## src/grouped_min_max_sum_stats_top_assert.svh

```systemverilog
// assertion macros for the grouped min/max/sum statistics block
`ifndef GROUPED_MIN_MAX_SUM_STATS_TOP_ASSERT_SVH
`define GROUPED_MIN_MAX_SUM_STATS_TOP_ASSERT_SVH

// same-cycle implication, checked outside reset
`define GMMS_ASSERT_IMP(lbl, ante, cons, msg) \
   lbl: assert property (@(posedge clock) disable iff (reset) (ante) |-> (cons)) \
      else $error(msg);

// next-cycle implication, checked outside reset
`define GMMS_ASSERT_NXT(lbl, ante, cons, msg) \
   lbl: assert property (@(posedge clock) disable iff (reset) (ante) |=> (cons)) \
      else $error(msg);

`endif

```

## src/gmms_pkg.sv

```systemverilog
// shared types and constants of the grouped min/max/sum statistics block
package gmms_pkg;

   // record and result field widths
   localparam int MONTH_W   = 4;
   localparam int DAY_W     = 5;
   localparam int HOUR_W    = 5;
   localparam int MINUTE_W  = 6;
   localparam int TEMP_W    = 8;
   localparam int STATUS_W  = 2;
   localparam int COUNT_W   = 17;
   localparam int SUM_W     = 24;

   // capacity of the record store
   localparam int MAX_ITEMS = 65536;

   // month table geometry
   localparam int N_MONTHS    = 12;
   localparam int MONTH_IDX_W = $clog2(N_MONTHS);

   // valid field ranges
   localparam int TEMP_LO   = -99;
   localparam int TEMP_HI   = 99;
   localparam int MONTH_LO  = 1;
   localparam int MONTH_HI  = 12;
   localparam int DAY_LO    = 1;
   localparam int DAY_HI    = 31;
   localparam int HOUR_HI   = 23;
   localparam int MINUTE_HI = 59;

   // result status codes
   typedef enum logic [STATUS_W-1:0] {
      STATUS_ACCEPTED = 2'd0,
      STATUS_RANGE    = 2'd1,
      STATUS_FULL     = 2'd2
   } status_type;

   // one aggregate: count, sum, lowest and highest sample
   typedef struct packed {
      logic        [COUNT_W-1:0] count;
      logic signed [SUM_W-1:0]   sum;
      logic signed [TEMP_W-1:0]  lowest;
      logic signed [TEMP_W-1:0]  highest;
   } agg_type;

   localparam int AGG_W = $bits(agg_type);

endpackage

```

## src/gmms_req_if.sv

```systemverilog
// record channel: valid/ready handshake with the record fields
interface gmms_req_if;
   logic                                 valid;
   logic                                 ready;
   logic        [gmms_pkg::MONTH_W-1:0]  month;
   logic        [gmms_pkg::DAY_W-1:0]    day;
   logic        [gmms_pkg::HOUR_W-1:0]   hour;
   logic        [gmms_pkg::MINUTE_W-1:0] minute;
   logic signed [gmms_pkg::TEMP_W-1:0]   temperature;

   modport source (output valid, month, day, hour, minute, temperature, input ready);
   modport sink   (input valid, month, day, hour, minute, temperature, output ready);
endinterface

```

## src/gmms_rsp_if.sv

```systemverilog
// result channel: valid/ready handshake with status and aggregates
interface gmms_rsp_if;
   logic                                valid;
   logic                                ready;
   logic        [gmms_pkg::STATUS_W-1:0] status;
   logic        [gmms_pkg::COUNT_W-1:0]  month_count;
   logic signed [gmms_pkg::SUM_W-1:0]    month_sum;
   logic signed [gmms_pkg::TEMP_W-1:0]   month_min;
   logic signed [gmms_pkg::TEMP_W-1:0]   month_max;
   logic        [gmms_pkg::COUNT_W-1:0]  year_count;
   logic signed [gmms_pkg::SUM_W-1:0]    year_sum;
   logic signed [gmms_pkg::TEMP_W-1:0]   year_min;
   logic signed [gmms_pkg::TEMP_W-1:0]   year_max;

   modport source (output valid, status, month_count, month_sum, month_min, month_max,
                   year_count, year_sum, year_min, year_max, input ready);
   modport sink   (input valid, status, month_count, month_sum, month_min, month_max,
                   year_count, year_sum, year_min, year_max, output ready);
endinterface

```

## src/gmms_ram.sv

```systemverilog
// generic single-port-write, registered-read RAM
module gmms_ram #(
   parameter int WIDTH = 8,
   parameter int DEPTH = 16
) (
   input  logic                     clock,
   input  logic                     wr_en,
   input  logic [$clog2(DEPTH)-1:0] wr_addr,
   input  logic [WIDTH-1:0]         wr_data,
   input  logic [$clog2(DEPTH)-1:0] rd_addr,
   output logic [WIDTH-1:0]         rd_data
);

   logic [WIDTH-1:0] mem [DEPTH];

   // write port and registered read
   always_ff @(posedge clock) begin
      if (wr_en) begin
         mem[wr_addr] <= wr_data;
      end
      rd_data <= mem[rd_addr];
   end

endmodule

```

## src/gmms_agg_update.sv

```systemverilog
// folds one temperature sample into a count/sum/min/max aggregate
module gmms_agg_update (
   input  gmms_pkg::agg_type                  cur_agg,
   input  logic signed [gmms_pkg::TEMP_W-1:0] temperature,
   output gmms_pkg::agg_type                  next_agg
);

   localparam int SUM_WIDE_W = gmms_pkg::SUM_W + 1;

   logic                           first_sample;
   logic signed [SUM_WIDE_W-1:0]   sum_wide;
   logic signed [gmms_pkg::TEMP_W-1:0] base_lowest;
   logic signed [gmms_pkg::TEMP_W-1:0] base_highest;

   // an empty aggregate takes the sample as its min and max
   assign first_sample = (cur_agg.count == '0);
   assign base_lowest  = first_sample ? temperature : cur_agg.lowest;
   assign base_highest = first_sample ? temperature : cur_agg.highest;

   // sum with one guard bit for saturation
   assign sum_wide = SUM_WIDE_W'(cur_agg.sum) + SUM_WIDE_W'(temperature);

   always_comb begin
      // count saturates at all ones
      next_agg.count = (&cur_agg.count) ? cur_agg.count
                                        : cur_agg.count + 1'b1;
      // clamp sum to the signed field range
      if (sum_wide[SUM_WIDE_W-1] != sum_wide[SUM_WIDE_W-2]) begin
         next_agg.sum = sum_wide[SUM_WIDE_W-1] ? {1'b1, {(gmms_pkg::SUM_W-1){1'b0}}}
                                               : {1'b0, {(gmms_pkg::SUM_W-1){1'b1}}};
      end else begin
         next_agg.sum = sum_wide[gmms_pkg::SUM_W-1:0];
      end
      next_agg.lowest  = (temperature < base_lowest)  ? temperature : base_lowest;
      next_agg.highest = (temperature > base_highest) ? temperature : base_highest;
   end

endmodule

```

## src/grouped_min_max_sum_stats_top.sv

```systemverilog
// top level: per-month and yearly temperature statistics over a month table
//
//  channel    dir   handshake      contents
//  req_chan   in    valid/ready    month, day, hour, minute, temperature
//  rsp_chan   out   valid/ready    status, month and year count/sum/min/max
//
// each transaction reads its month table entry from the registered-read RAM
// as the record is taken, then updates, writes back and loads the result
// register; a new record is taken only once the update stage finishes.
// reset clears the twelve entry valid bits and the yearly aggregate at once.
// a record is taken while a result waits; the update stage then holds until
// the result register drains.
module grouped_min_max_sum_stats_top (
   input logic       clock,
   input logic       reset,
   gmms_req_if.sink  req_chan,
   gmms_rsp_if.source rsp_chan
);

   typedef enum logic {
      ST_IDLE,
      ST_CALC
   } state_type;

   state_type state_ff, state_in;

   // captured record
   logic        [gmms_pkg::MONTH_W-1:0]  month_ff;
   logic        [gmms_pkg::DAY_W-1:0]    day_ff;
   logic        [gmms_pkg::HOUR_W-1:0]   hour_ff;
   logic        [gmms_pkg::MINUTE_W-1:0] minute_ff;
   logic signed [gmms_pkg::TEMP_W-1:0]   temperature_ff;

   // table state
   logic [gmms_pkg::N_MONTHS-1:0] entry_valid_ff;
   gmms_pkg::agg_type             year_agg_ff;

   // result register
   logic                 rsp_valid_ff;
   gmms_pkg::status_type rsp_status_ff;
   gmms_pkg::agg_type    rsp_month_ff;
   gmms_pkg::agg_type    rsp_year_ff;

   logic [gmms_pkg::MONTH_IDX_W-1:0] req_idx;
   logic [gmms_pkg::MONTH_IDX_W-1:0] item_idx;
   logic [gmms_pkg::MONTH_IDX_W-1:0] rd_addr;
   logic [gmms_pkg::AGG_W-1:0]       rd_data;
   logic                             req_month_ok;
   logic                             month_ok;
   logic                             range_ok;
   logic                             store_full;
   logic                             load;
   logic                             commit;
   gmms_pkg::status_type             status;
   gmms_pkg::agg_type                cur_month;
   gmms_pkg::agg_type                next_month;
   gmms_pkg::agg_type                next_year;

   // month index, entry zero for an invalid month
   assign req_month_ok = (req_chan.month >= gmms_pkg::MONTH_W'(gmms_pkg::MONTH_LO)) &&
                         (req_chan.month <= gmms_pkg::MONTH_W'(gmms_pkg::MONTH_HI));
   assign req_idx      = req_month_ok ? gmms_pkg::MONTH_IDX_W'(req_chan.month - 1'b1) : '0;
   assign month_ok     = (month_ff >= gmms_pkg::MONTH_W'(gmms_pkg::MONTH_LO)) &&
                         (month_ff <= gmms_pkg::MONTH_W'(gmms_pkg::MONTH_HI));
   assign item_idx     = month_ok ? gmms_pkg::MONTH_IDX_W'(month_ff - 1'b1) : '0;

   // read the incoming record's entry at acceptance, then hold it
   assign rd_addr = (state_ff == ST_IDLE) ? req_idx : item_idx;

   gmms_ram #(
      .WIDTH (gmms_pkg::AGG_W),
      .DEPTH (gmms_pkg::N_MONTHS)
   ) u_month_ram (
      .clock   (clock),
      .wr_en   (commit),
      .wr_addr (item_idx),
      .wr_data (next_month),
      .rd_addr (rd_addr),
      .rd_data (rd_data)
   );

   // an entry never written reads as zero
   assign cur_month = entry_valid_ff[item_idx] ? gmms_pkg::agg_type'(rd_data) : '0;

   // status decision
   assign store_full = (32'(year_agg_ff.count) >= 32'(gmms_pkg::MAX_ITEMS));
   assign range_ok   = (temperature_ff >= gmms_pkg::TEMP_W'(gmms_pkg::TEMP_LO)) &&
                       (temperature_ff <= gmms_pkg::TEMP_W'(gmms_pkg::TEMP_HI)) &&
                       month_ok &&
                       (day_ff >= gmms_pkg::DAY_W'(gmms_pkg::DAY_LO)) &&
                       (day_ff <= gmms_pkg::DAY_W'(gmms_pkg::DAY_HI)) &&
                       (hour_ff <= gmms_pkg::HOUR_W'(gmms_pkg::HOUR_HI)) &&
                       (minute_ff <= gmms_pkg::MINUTE_W'(gmms_pkg::MINUTE_HI));

   always_comb begin
      if (store_full) begin
         status = gmms_pkg::STATUS_FULL;
      end else if (!range_ok) begin
         status = gmms_pkg::STATUS_RANGE;
      end else begin
         status = gmms_pkg::STATUS_ACCEPTED;
      end
   end

   // month and year update
   gmms_agg_update u_month_upd (
      .cur_agg     (cur_month),
      .temperature (temperature_ff),
      .next_agg    (next_month)
   );

   gmms_agg_update u_year_upd (
      .cur_agg     (year_agg_ff),
      .temperature (temperature_ff),
      .next_agg    (next_year)
   );

   // update stage finishes once the result register is free
   assign load   = (state_ff == ST_CALC) && (!rsp_valid_ff || rsp_chan.ready);
   assign commit = load && (status == gmms_pkg::STATUS_ACCEPTED);

   assign req_chan.ready = (state_ff == ST_IDLE);

   always_comb begin
      state_in = state_ff;
      case (state_ff)
         ST_IDLE: begin
            if (req_chan.valid) begin
               state_in = ST_CALC;
            end
         end
         ST_CALC: begin
            if (load) begin
               state_in = ST_IDLE;
            end
         end
         default: state_in = ST_IDLE;
      endcase
   end

   // state, table bookkeeping and result register
   always_ff @(posedge clock) begin
      if (reset) begin
         state_ff       <= ST_IDLE;
         entry_valid_ff <= '0;
         year_agg_ff    <= '0;
         rsp_valid_ff   <= 1'b0;
      end else begin
         state_ff <= state_in;
         if (commit) begin
            entry_valid_ff[item_idx] <= 1'b1;
            year_agg_ff              <= next_year;
         end
         if (load) begin
            rsp_valid_ff <= 1'b1;
         end else if (rsp_chan.ready) begin
            rsp_valid_ff <= 1'b0;
         end
      end
      if (req_chan.valid && req_chan.ready) begin
         month_ff       <= req_chan.month;
         day_ff         <= req_chan.day;
         hour_ff        <= req_chan.hour;
         minute_ff      <= req_chan.minute;
         temperature_ff <= req_chan.temperature;
      end
      if (load) begin
         rsp_status_ff <= status;
         if (!month_ok) begin
            rsp_month_ff <= '0;
         end else if (status == gmms_pkg::STATUS_ACCEPTED) begin
            rsp_month_ff <= next_month;
         end else begin
            rsp_month_ff <= cur_month;
         end
         rsp_year_ff <= (status == gmms_pkg::STATUS_ACCEPTED) ? next_year : year_agg_ff;
      end
   end

   // result channel
   assign rsp_chan.valid       = rsp_valid_ff;
   assign rsp_chan.status      = rsp_status_ff;
   assign rsp_chan.month_count = rsp_month_ff.count;
   assign rsp_chan.month_sum   = rsp_month_ff.sum;
   assign rsp_chan.month_min   = rsp_month_ff.lowest;
   assign rsp_chan.month_max   = rsp_month_ff.highest;
   assign rsp_chan.year_count  = rsp_year_ff.count;
   assign rsp_chan.year_sum    = rsp_year_ff.sum;
   assign rsp_chan.year_min    = rsp_year_ff.lowest;
   assign rsp_chan.year_max    = rsp_year_ff.highest;

   // checks
`include "grouped_min_max_sum_stats_top_assert.svh"

   `GMMS_ASSERT_IMP(a_no_take_in_calc, state_ff == ST_CALC, !req_chan.ready, "record taken during update")
   `GMMS_ASSERT_IMP(a_year_order, year_agg_ff.count != '0, year_agg_ff.lowest <= year_agg_ff.highest, "year min above max")
   `GMMS_ASSERT_NXT(a_reject_stable, load && !commit, $stable(year_agg_ff), "rejected record changed year")
   `GMMS_ASSERT_NXT(a_commit_count, commit && !(&year_agg_ff.count), year_agg_ff.count == $past(year_agg_ff.count) + 1'b1, "year count not advanced")

endmodule

```

## src/flat_wrapper.sv

```systemverilog
// flat-port wrapper written by rule: the top's interface ports become plain ports
module grouped_min_max_sum_stats_top_flat 
  (clock, reset, req_chan_valid, req_chan_month, req_chan_day, req_chan_hour, req_chan_minute, req_chan_temperature, req_chan_ready, rsp_chan_valid, rsp_chan_status, rsp_chan_month_count, rsp_chan_month_sum, rsp_chan_month_min, rsp_chan_month_max, rsp_chan_year_count, rsp_chan_year_sum, rsp_chan_year_min, rsp_chan_year_max, rsp_chan_ready);
  gmms_req_if req_chan_i ();
  gmms_rsp_if rsp_chan_i ();
  input logic clock;
  input logic reset;
  input wire logic [$bits(req_chan_i.valid)-1:0] req_chan_valid;
  input wire logic [$bits(req_chan_i.month)-1:0] req_chan_month;
  input wire logic [$bits(req_chan_i.day)-1:0] req_chan_day;
  input wire logic [$bits(req_chan_i.hour)-1:0] req_chan_hour;
  input wire logic [$bits(req_chan_i.minute)-1:0] req_chan_minute;
  input wire logic [$bits(req_chan_i.temperature)-1:0] req_chan_temperature;
  output wire logic [$bits(req_chan_i.ready)-1:0] req_chan_ready;
  output wire logic [$bits(rsp_chan_i.valid)-1:0] rsp_chan_valid;
  output wire logic [$bits(rsp_chan_i.status)-1:0] rsp_chan_status;
  output wire logic [$bits(rsp_chan_i.month_count)-1:0] rsp_chan_month_count;
  output wire logic [$bits(rsp_chan_i.month_sum)-1:0] rsp_chan_month_sum;
  output wire logic [$bits(rsp_chan_i.month_min)-1:0] rsp_chan_month_min;
  output wire logic [$bits(rsp_chan_i.month_max)-1:0] rsp_chan_month_max;
  output wire logic [$bits(rsp_chan_i.year_count)-1:0] rsp_chan_year_count;
  output wire logic [$bits(rsp_chan_i.year_sum)-1:0] rsp_chan_year_sum;
  output wire logic [$bits(rsp_chan_i.year_min)-1:0] rsp_chan_year_min;
  output wire logic [$bits(rsp_chan_i.year_max)-1:0] rsp_chan_year_max;
  input wire logic [$bits(rsp_chan_i.ready)-1:0] rsp_chan_ready;
  assign req_chan_i.valid = req_chan_valid;
  assign req_chan_i.month = req_chan_month;
  assign req_chan_i.day = req_chan_day;
  assign req_chan_i.hour = req_chan_hour;
  assign req_chan_i.minute = req_chan_minute;
  assign req_chan_i.temperature = req_chan_temperature;
  assign req_chan_ready = req_chan_i.ready;
  assign rsp_chan_valid = rsp_chan_i.valid;
  assign rsp_chan_status = rsp_chan_i.status;
  assign rsp_chan_month_count = rsp_chan_i.month_count;
  assign rsp_chan_month_sum = rsp_chan_i.month_sum;
  assign rsp_chan_month_min = rsp_chan_i.month_min;
  assign rsp_chan_month_max = rsp_chan_i.month_max;
  assign rsp_chan_year_count = rsp_chan_i.year_count;
  assign rsp_chan_year_sum = rsp_chan_i.year_sum;
  assign rsp_chan_year_min = rsp_chan_i.year_min;
  assign rsp_chan_year_max = rsp_chan_i.year_max;
  assign rsp_chan_i.ready = rsp_chan_ready;
  grouped_min_max_sum_stats_top u_core (.clock(clock), .reset(reset), .req_chan(req_chan_i), .rsp_chan(rsp_chan_i));
endmodule
```

## config.mk

```make
export PLATFORM = sky130hd
export DESIGN_NAME = grouped_min_max_sum_stats_top_flat
export DESIGN_NICKNAME = d
export VERILOG_FILES = /design/src/gmms_pkg.sv /design/src/gmms_req_if.sv /design/src/gmms_rsp_if.sv /design/src/gmms_ram.sv /design/src/gmms_agg_update.sv /design/src/grouped_min_max_sum_stats_top.sv /design/src/flat_wrapper.sv
export VERILOG_INCLUDE_DIRS = /design/src /design/src/src
export SDC_FILE = /design/constraint.sdc
export NUM_CORES = 2
export LEC_CHECK = 0
export ABC_AREA = 1
export BUFFER_PORTS_ARGS = -buffer_cell sky130_fd_sc_hd__buf_4
export CORE_ASPECT_RATIO = 1.5
export CORE_UTILIZATION = 55
export DETAILED_ROUTE_END_ITERATION = 8
export PLACE_DENSITY_LB_ADDON = 0.3
export SLEW_MARGIN = 15
export SYNTH_ARGS = -nofsm -noshare
export SYNTH_HDL_FRONTEND = slang
export SYNTH_SLANG_ARGS = --single-unit
export TNS_END_PERCENT = 10
```

## constraint.sdc

```tcl
create_clock -name clock -period 9.8 [get_ports clock]
set_input_delay 2.45 -clock clock [delete_from_list [all_inputs] [get_ports clock]]
set_output_delay 2.45 -clock clock [all_outputs]
set_load 0.01 [all_outputs]
```

# [After elaboration in Yosys (flattened, before gate mapping)]
# Memories as Yosys holds them, arrays and structs flattened. A register that Yosys moved wholly into a read port is not among the register bits.
# Cells that the tools add are included.
[classes] add_sub_neg=6 reduce_logical=20 n_eq_ne=2 mux=33 n_lt_le_gt_ge=17 bitwise=2
[op_table] cell="two-way mux 57 bit" n=3
[op_table] cell="two-way mux 24 bit" n=4
[op_table] cell="two-way mux 8 bit" n=8
[op_table] cell="adder 24 x 8 -> 25 bit" n=2
[op_table] cell="adder 17 x 1 -> 17 bit (second input constant)" n=2
[op_table] cell="logical NOT 17 bit" n=2
[op_table] cell="two-way mux 17 bit" n=2
[op_table] cell="AND reduction 17 bit" n=2
[op_table] cell="greater-or-equal comparator 17 bit (second input constant)" n=1
[op_table] cell="> comparator 8 bit" n=2
[op_table] cell="less-than comparator 8 bit" n=2
[op_table] cell="greater-or-equal comparator 4 x 1 -> 1 bit (second input constant)" n=3
[op_table] cell="logical AND 1 bit" n=12
[op_table] cell="two-way mux 4 bit" n=3
[op_table] cell="OR 12 bit" n=1
[op_table] cell="<= comparator 5 bit (second input constant)" n=2
[op_table] cell="two-way mux 1 bit" n=9
[op_table] cell="greater-or-equal comparator 8 bit (second input constant)" n=1
[op_table] cell="<= comparator 4 bit (second input constant)" n=2
[op_table] cell="<= comparator 8 bit (second input constant)" n=1
[op_table] cell="subtractor 4 x 1 -> 4 bit (second input constant)" n=2
[op_table] cell="<= comparator 6 bit (second input constant)" n=1
[op_table] cell="greater-or-equal comparator 5 x 1 -> 1 bit (second input constant)" n=1
[op_table] cell="less-than comparator 4 x 5 -> 1 bit (second input constant)" n=1
[op_table] cell="10 further kinds" n=11
[totals] mem_bits_rw=684 input_bits=32 n_memories=1 register_bits=215 output_inout_bits=118 elab_cells=102
[memory_table] name="u_core.u_month_ram.mem" words=12 width=57 read_ports=1 rd_clocked_by_memory_dff=1 wr=1 line="gmms_ram.sv:14" rtl="logic [WIDTH-1:0] mem [DEPTH];"

# [Logic depth before layout (Yosys ltp)]
[depth] word_depth=13 mapped_depth=39 depth_no_buf=36

# [Modules after synthesis]
# From an unflattened synthesis, not the netlist that was laid out.
[unflattened] hier_cells=4742 hier_area_um2=45374.8
[modules_own_cells] mod="gmms_ram" area_per_inst_um2=29748.5 instances=1 seq_area_each_um2=21680.8 cells_each=2614
[modules_own_cells] mod="grouped_min_max_sum_stats_top" area_per_inst_um2=9404.0 instances=1 seq_area_each_um2=5595.4 cells_each=1004
[modules_own_cells] mod="gmms_agg_update (u_core.u_year_upd)" area_per_inst_um2=3116.7 instances=1 seq_area_each_um2=0.0 cells_each=565
[modules_own_cells] mod="gmms_agg_update (u_core.u_month_upd)" area_per_inst_um2=3105.5 instances=1 seq_area_each_um2=0.0 cells_each=559

# [Worst setup path before layout]
# OpenSTA, ideal clock, no wires.
[synth_path] path_type="input to register" start="input rsp_chan_ready" end="memory u_core.u_month_ram.mem[1][0] (netlist bit), enable pin" required_time_ps=9255 setup_time_ps=545 setup_slack_ps=2202 cell_stages=7 t_arrival_ps=7053 path_cell_list="inv_1 -> nand2_1 -> nand2_1 -> nor2_1 -> inv_2 -> clkbuf_1 -> nor3_1"
[synth_between] elab_chain_len=5
[synth_rtl] item="start: declaration" line="flat_wrapper.sv:25" rtl="input wire logic [$bits(rsp_chan_i.ready)-1:0] rsp_chan_ready;"
[synth_rtl] item="logical OR 1 bit" line="grouped_min_max_sum_stats_top.sv:119" rtl="assign load = (state_ff == ST_CALC) && (!rsp_valid_ff || rsp_chan.ready);"
[synth_rtl] item="logical AND 1 bit" line="grouped_min_max_sum_stats_top.sv:119"
[synth_rtl] item="logical AND 1 bit" line="grouped_min_max_sum_stats_top.sv:120" rtl="assign commit = load && (status == gmms_pkg::STATUS_ACCEPTED);"
[synth_rtl] item="two-way mux 1 bit" line="gmms_ram.sv:18" rtl="if (wr_en) begin"
[synth_rtl] item="two-way mux 1 bit (implied by the code)" line="gmms_ram.sv:19" rtl="mem[wr_addr] <= wr_data;"
[synth_rtl] item="end: declaration" line="gmms_ram.sv:14"
# Every way passes these cells.

==> results.yml <==
run_status:
  outcome: "completed"
timing:
  post-route-min-period_ns: 8.14
  worst_clock_skew_ns: 0.0371
  slew_viol_final: 0
  timing.fmax_mhz: 123
  rsz0062_at_grt: "false"
  final_hold_viol_count: 0
  fin_tns_setup_ns: 0
  period_share_pct: 83.1
  relSlewSlack_pct: 19.2
  tightestPinTransition_ns: 1.20
  total_setup_violations_reported_at_the_end_of_the_flow: 0
critical_path:
  timing.critical_path.slowest_stage_cell: "sky130_fd_sc_hd__inv_2"
  critical_path.max_fanout: 44
  reg2reg_slack_ns: 1.66
  crit-reg2reg-capture: "u_core.rsp_chan.month_sum[4]$_SDFFCE_PP0P_"
  r2r_cells: 33
  setup.worst_path.start_class: "register"
  critical_path.endpoint_type: "register"
  critPathMostFrequentCell: "sky130_fd_sc_hd__inv_1"
  timing.critical_path.slowest_cell_delay_ns: 0.71
  crit-reg2reg-launch: "u_core.month_ff[0]$_DFFE_PP_"
  cp.arrival_ns: 8.63
  kind_of_critical_path: "register to register"
  required_ns: 10.29
die:
  design.die.area_um2: 78500
  initial_standard_cell_utilization_of_the_core_pct: 55.7
  i_o_pin_count: 150
  die_w_um: 229
  design.core.area_um2: 76300
  die-height_um: 343
  rows: 124
grt:
  global_route_wire_length_before_repair_um: 160000
  grt_overflow_total: 0
  globalRouteTotalUtil_pct: 26.8
  grt_antenna_before_repair: 0
  grt_pass1_vias: 28700
  grt_max_degree: 241
synthesis:
  ys_types: 61
  post-synth-top-area-fraction_pct: 58.1
  synth_cells: 4016
  synth.net_count: 4140
  netlist.top_cell.by_area: "sky130_fd_sc_hd__edfxtp_1"
  synth_commonest_cells: "sky130_fd_sc_hd__edfxtp_1 (823), sky130_fd_sc_hd__inv_1 (625), sky130_fd_sc_hd__o21ai_0 (515), sky130_fd_sc_hd__nand2_1 (501), sky130_fd_sc_hd__a21oi_1 (373)"
  synth-edff-count: 823
  synth_seq_area_share_pct: 64.1
  top_cells_by_area_synth: "sky130_fd_sc_hd__edfxtp_1 (58%), sky130_fd_sc_hd__o21ai_0 (6.1%), sky130_fd_sc_hd__dfxtp_1 (6.0%), sky130_fd_sc_hd__inv_1 (5.5%), sky130_fd_sc_hd__nand2_1 (4.4%)"
  synth_ff_type: "sky130_fd_sc_hd__edfxtp_1"
  number_of_warnings_issued_by_yosys: 0
  synth_area_per_cell_um2: 10.6
  ys_async_sr_fraction_pct: 0
  post_synthesis_register_bit_count: 951
  most_frequent_cell_after_synthesis: "sky130_fd_sc_hd__edfxtp_1"
  synth_area_um2: 42500
place:
  final_gp_congestion: 0.931
  placed_cell_count: 5014
  dp.final_hpwl_um: 61600
  port_buffers: 144
power_and_ir_drop:
  power_leakage_uw: 0.0187
  power_per_cell_area_nw_per_um2: 238
  vdd_ir_drop_max_mv: 0.150
clocking:
  resized_cells_post_cts: 0
  worst_skew_pair.late_latency_ns: 0.68
  master_cell_of_the_clock_root_buffer: "sky130_fd_sc_hd__clkbuf_16"
  hold_buffers: 0
  clock-sinks: 951
  ctsLongestPathBuffers: 3
  cts_inserted_buffers: 86
  cts.reportedPaths.clkPinSlew_ns: 0.07
  cts_setup_buffers: 0
  clock_tree.htree_level_count: 3
  cts_tree: "yes"
drt:
  via_count: 29600
  first_pass_iters: 6
  drtIter0Drc: 2783
  drt_drc_violations_left: 0
  vias_per_cell: 5.71
  postRouteAntennaNets: 0
  route.final.wire_length_um: 105000
  wl_per_cell_um: 20.3
cells_and_area:
  total_inserted_antenna_cells: 0
  drive_gt1_share_pct: 10.3
  final.fill_count: 5986
  fin_cells: 5176
  areaGrowthSynthToFinish_pct: 12.0
  finish.net_count: 4218
run:
  maxcap_viol_count: 0
worst_hold_path:
  hold_path_startpoint: "u_core.entry_valid_ff[6]$_SDFFE_PP0P_"
  worstHoldEndpoint: "u_core.entry_valid_ff[6]$_SDFFE_PP0P_"
  worst_hold_path.num_cells: 2
  hold_class: "register to register"
-- sequential cells by signal, indices dropped and copies added (netlist names), 12 cells and up --
name / count
u_core.rsp_chan.year_count: 17
u_core.rsp_chan.month_sum: 24
u_core.u_month_ram.mem: 684
u_core.u_month_ram.rd_data: 57
u_core.entry_valid_ff: 12
u_core.rsp_chan.month_count: 17
u_core.year_agg_ff: 57
u_core.rsp_chan.year_sum: 24
-- where the power goes --
| group | switching, µW | internal (µW) | leakage [µW] |
|---|---|---|---|
| logic | 1830 | 675 | 0.00871 |
| clock network | 1490 | 1990 | 0.00144 |
| registers | 109 | 5240 | 0.00860 |
| total | 3430 | 7900 | 0.0187 |
-- per-layer routing --
metal / up-vias / wire length (µm) / GRT usage, %
met1: 14200 / 40100 / 32.2
met3: 252 / 6410 / 3.37
met4: 0 / 5410 / 14.8
met5: - / 0 / 0
li1: 14100 / - / -
met2: 959 / 52900 / 46.8
-- cell families after synthesis --
| group | Yosys count | share of synthesized area, % |
|---|---|---|
| multiplexers | 1 | 0.0265 |
| AND/OR/NAND/NOR | 924 | 9.44 |
| buffers and inverters | 845 | 7.50 |
| XOR/XNOR | 40 | 0.841 |
| flip-flops | 951 | 64.1 |
| adder cells (fa/ha/maj) | 92 | 2.74 |
| AO/OA/AOI/OAI | 1163 | 15.3 |
-- worst max path at each step --
stage	startpoint	slack (ns)	endpoint
after detailed placement	u_core.month_ff[0]$_DFFE_PP_	1.52	u_core.rsp_chan.month_sum[4]$_SDFFCE_PP0P_
final	u_core.month_ff[0]$_DFFE_PP_	1.66	u_core.rsp_chan.month_sum[4]$_SDFFCE_PP0P_
after global placement	u_core.month_ff[0]$_DFFE_PP_	1.76	u_core.rsp_chan.month_sum[4]$_SDFFCE_PP0P_
after CTS	u_core.month_ff[0]$_DFFE_PP_	1.51	u_core.rsp_chan.month_sum[4]$_SDFFCE_PP0P_
after global routing	u_core.month_ff[0]$_DFFE_PP_	1.13	u_core.rsp_chan.month_sum[4]$_SDFFCE_PP0P_
after floorplan	rsp_chan_ready	2.20	u_core.u_month_ram.mem[1][0]$_DFFE_PP_
-- per-stage QoR --
stage               utilization, %  power [µW]  instance area, µm²  hold WS (ns)  setup WS (ns)
global placement              58.5        7830               44700         0.450           1.76
detailed placement            58.5        7890               44700         0.451           1.52
global route                  62.4       11800               47600         0.490           1.13
CTS                           62.4       11300               47600         0.460           1.51
floorplan                        -        7020               42500         0.436           2.20
finish                        62.4       11300               47600         0.461           1.66
-- final cells by class --
cell class	count	area (µm²)	area share, %
Inverter	637	2410	5.05
Clock buffer	118	2420	5.09
Clock inverter	44	517	1.08
Multi-Input combinational cell	2220	12200	25.6
Tap cell	1008	1260	2.65
Timing Repair Buffer	198	1540	3.23
Sequential cell	951	27300	57.3
-- layout by cell type, fill, tap and decap left out, types with 23 or more instances in the layout --
| master | instances |
|---|---|
| sky130_fd_sc_hd__a31oi_1 | 23 |
| sky130_fd_sc_hd__ha_1 | 90 |
| sky130_fd_sc_hd__nand2_1 | 501 |
| sky130_fd_sc_hd__buf_4 | 194 |
| sky130_fd_sc_hd__clkbuf_16 | 87 |
| sky130_fd_sc_hd__a21oi_1 | 373 |
| sky130_fd_sc_hd__a211oi_1 | 62 |
| sky130_fd_sc_hd__dfxtp_1 | 128 |
| sky130_fd_sc_hd__edfxtp_1 | 823 |
| sky130_fd_sc_hd__o21ai_0 | 507 |
| sky130_fd_sc_hd__nor2_1 | 168 |
| sky130_fd_sc_hd__nand3_1 | 153 |
| sky130_fd_sc_hd__o211ai_1 | 128 |
| sky130_fd_sc_hd__inv_1 | 621 |
| sky130_fd_sc_hd__xor2_1 | 30 |
-- worst max-delay path: cells and delay by family (launching register included) --
kind            cells  cell delay, ns
compound gates      9            2.59
flops               1            0.39
simple gates       11            1.45
xor+xnor            1            0.24
buf+inv             9            2.25
fa+ha+maj           3            1.00
No activity file was read; power rests on OpenSTA's default activity.
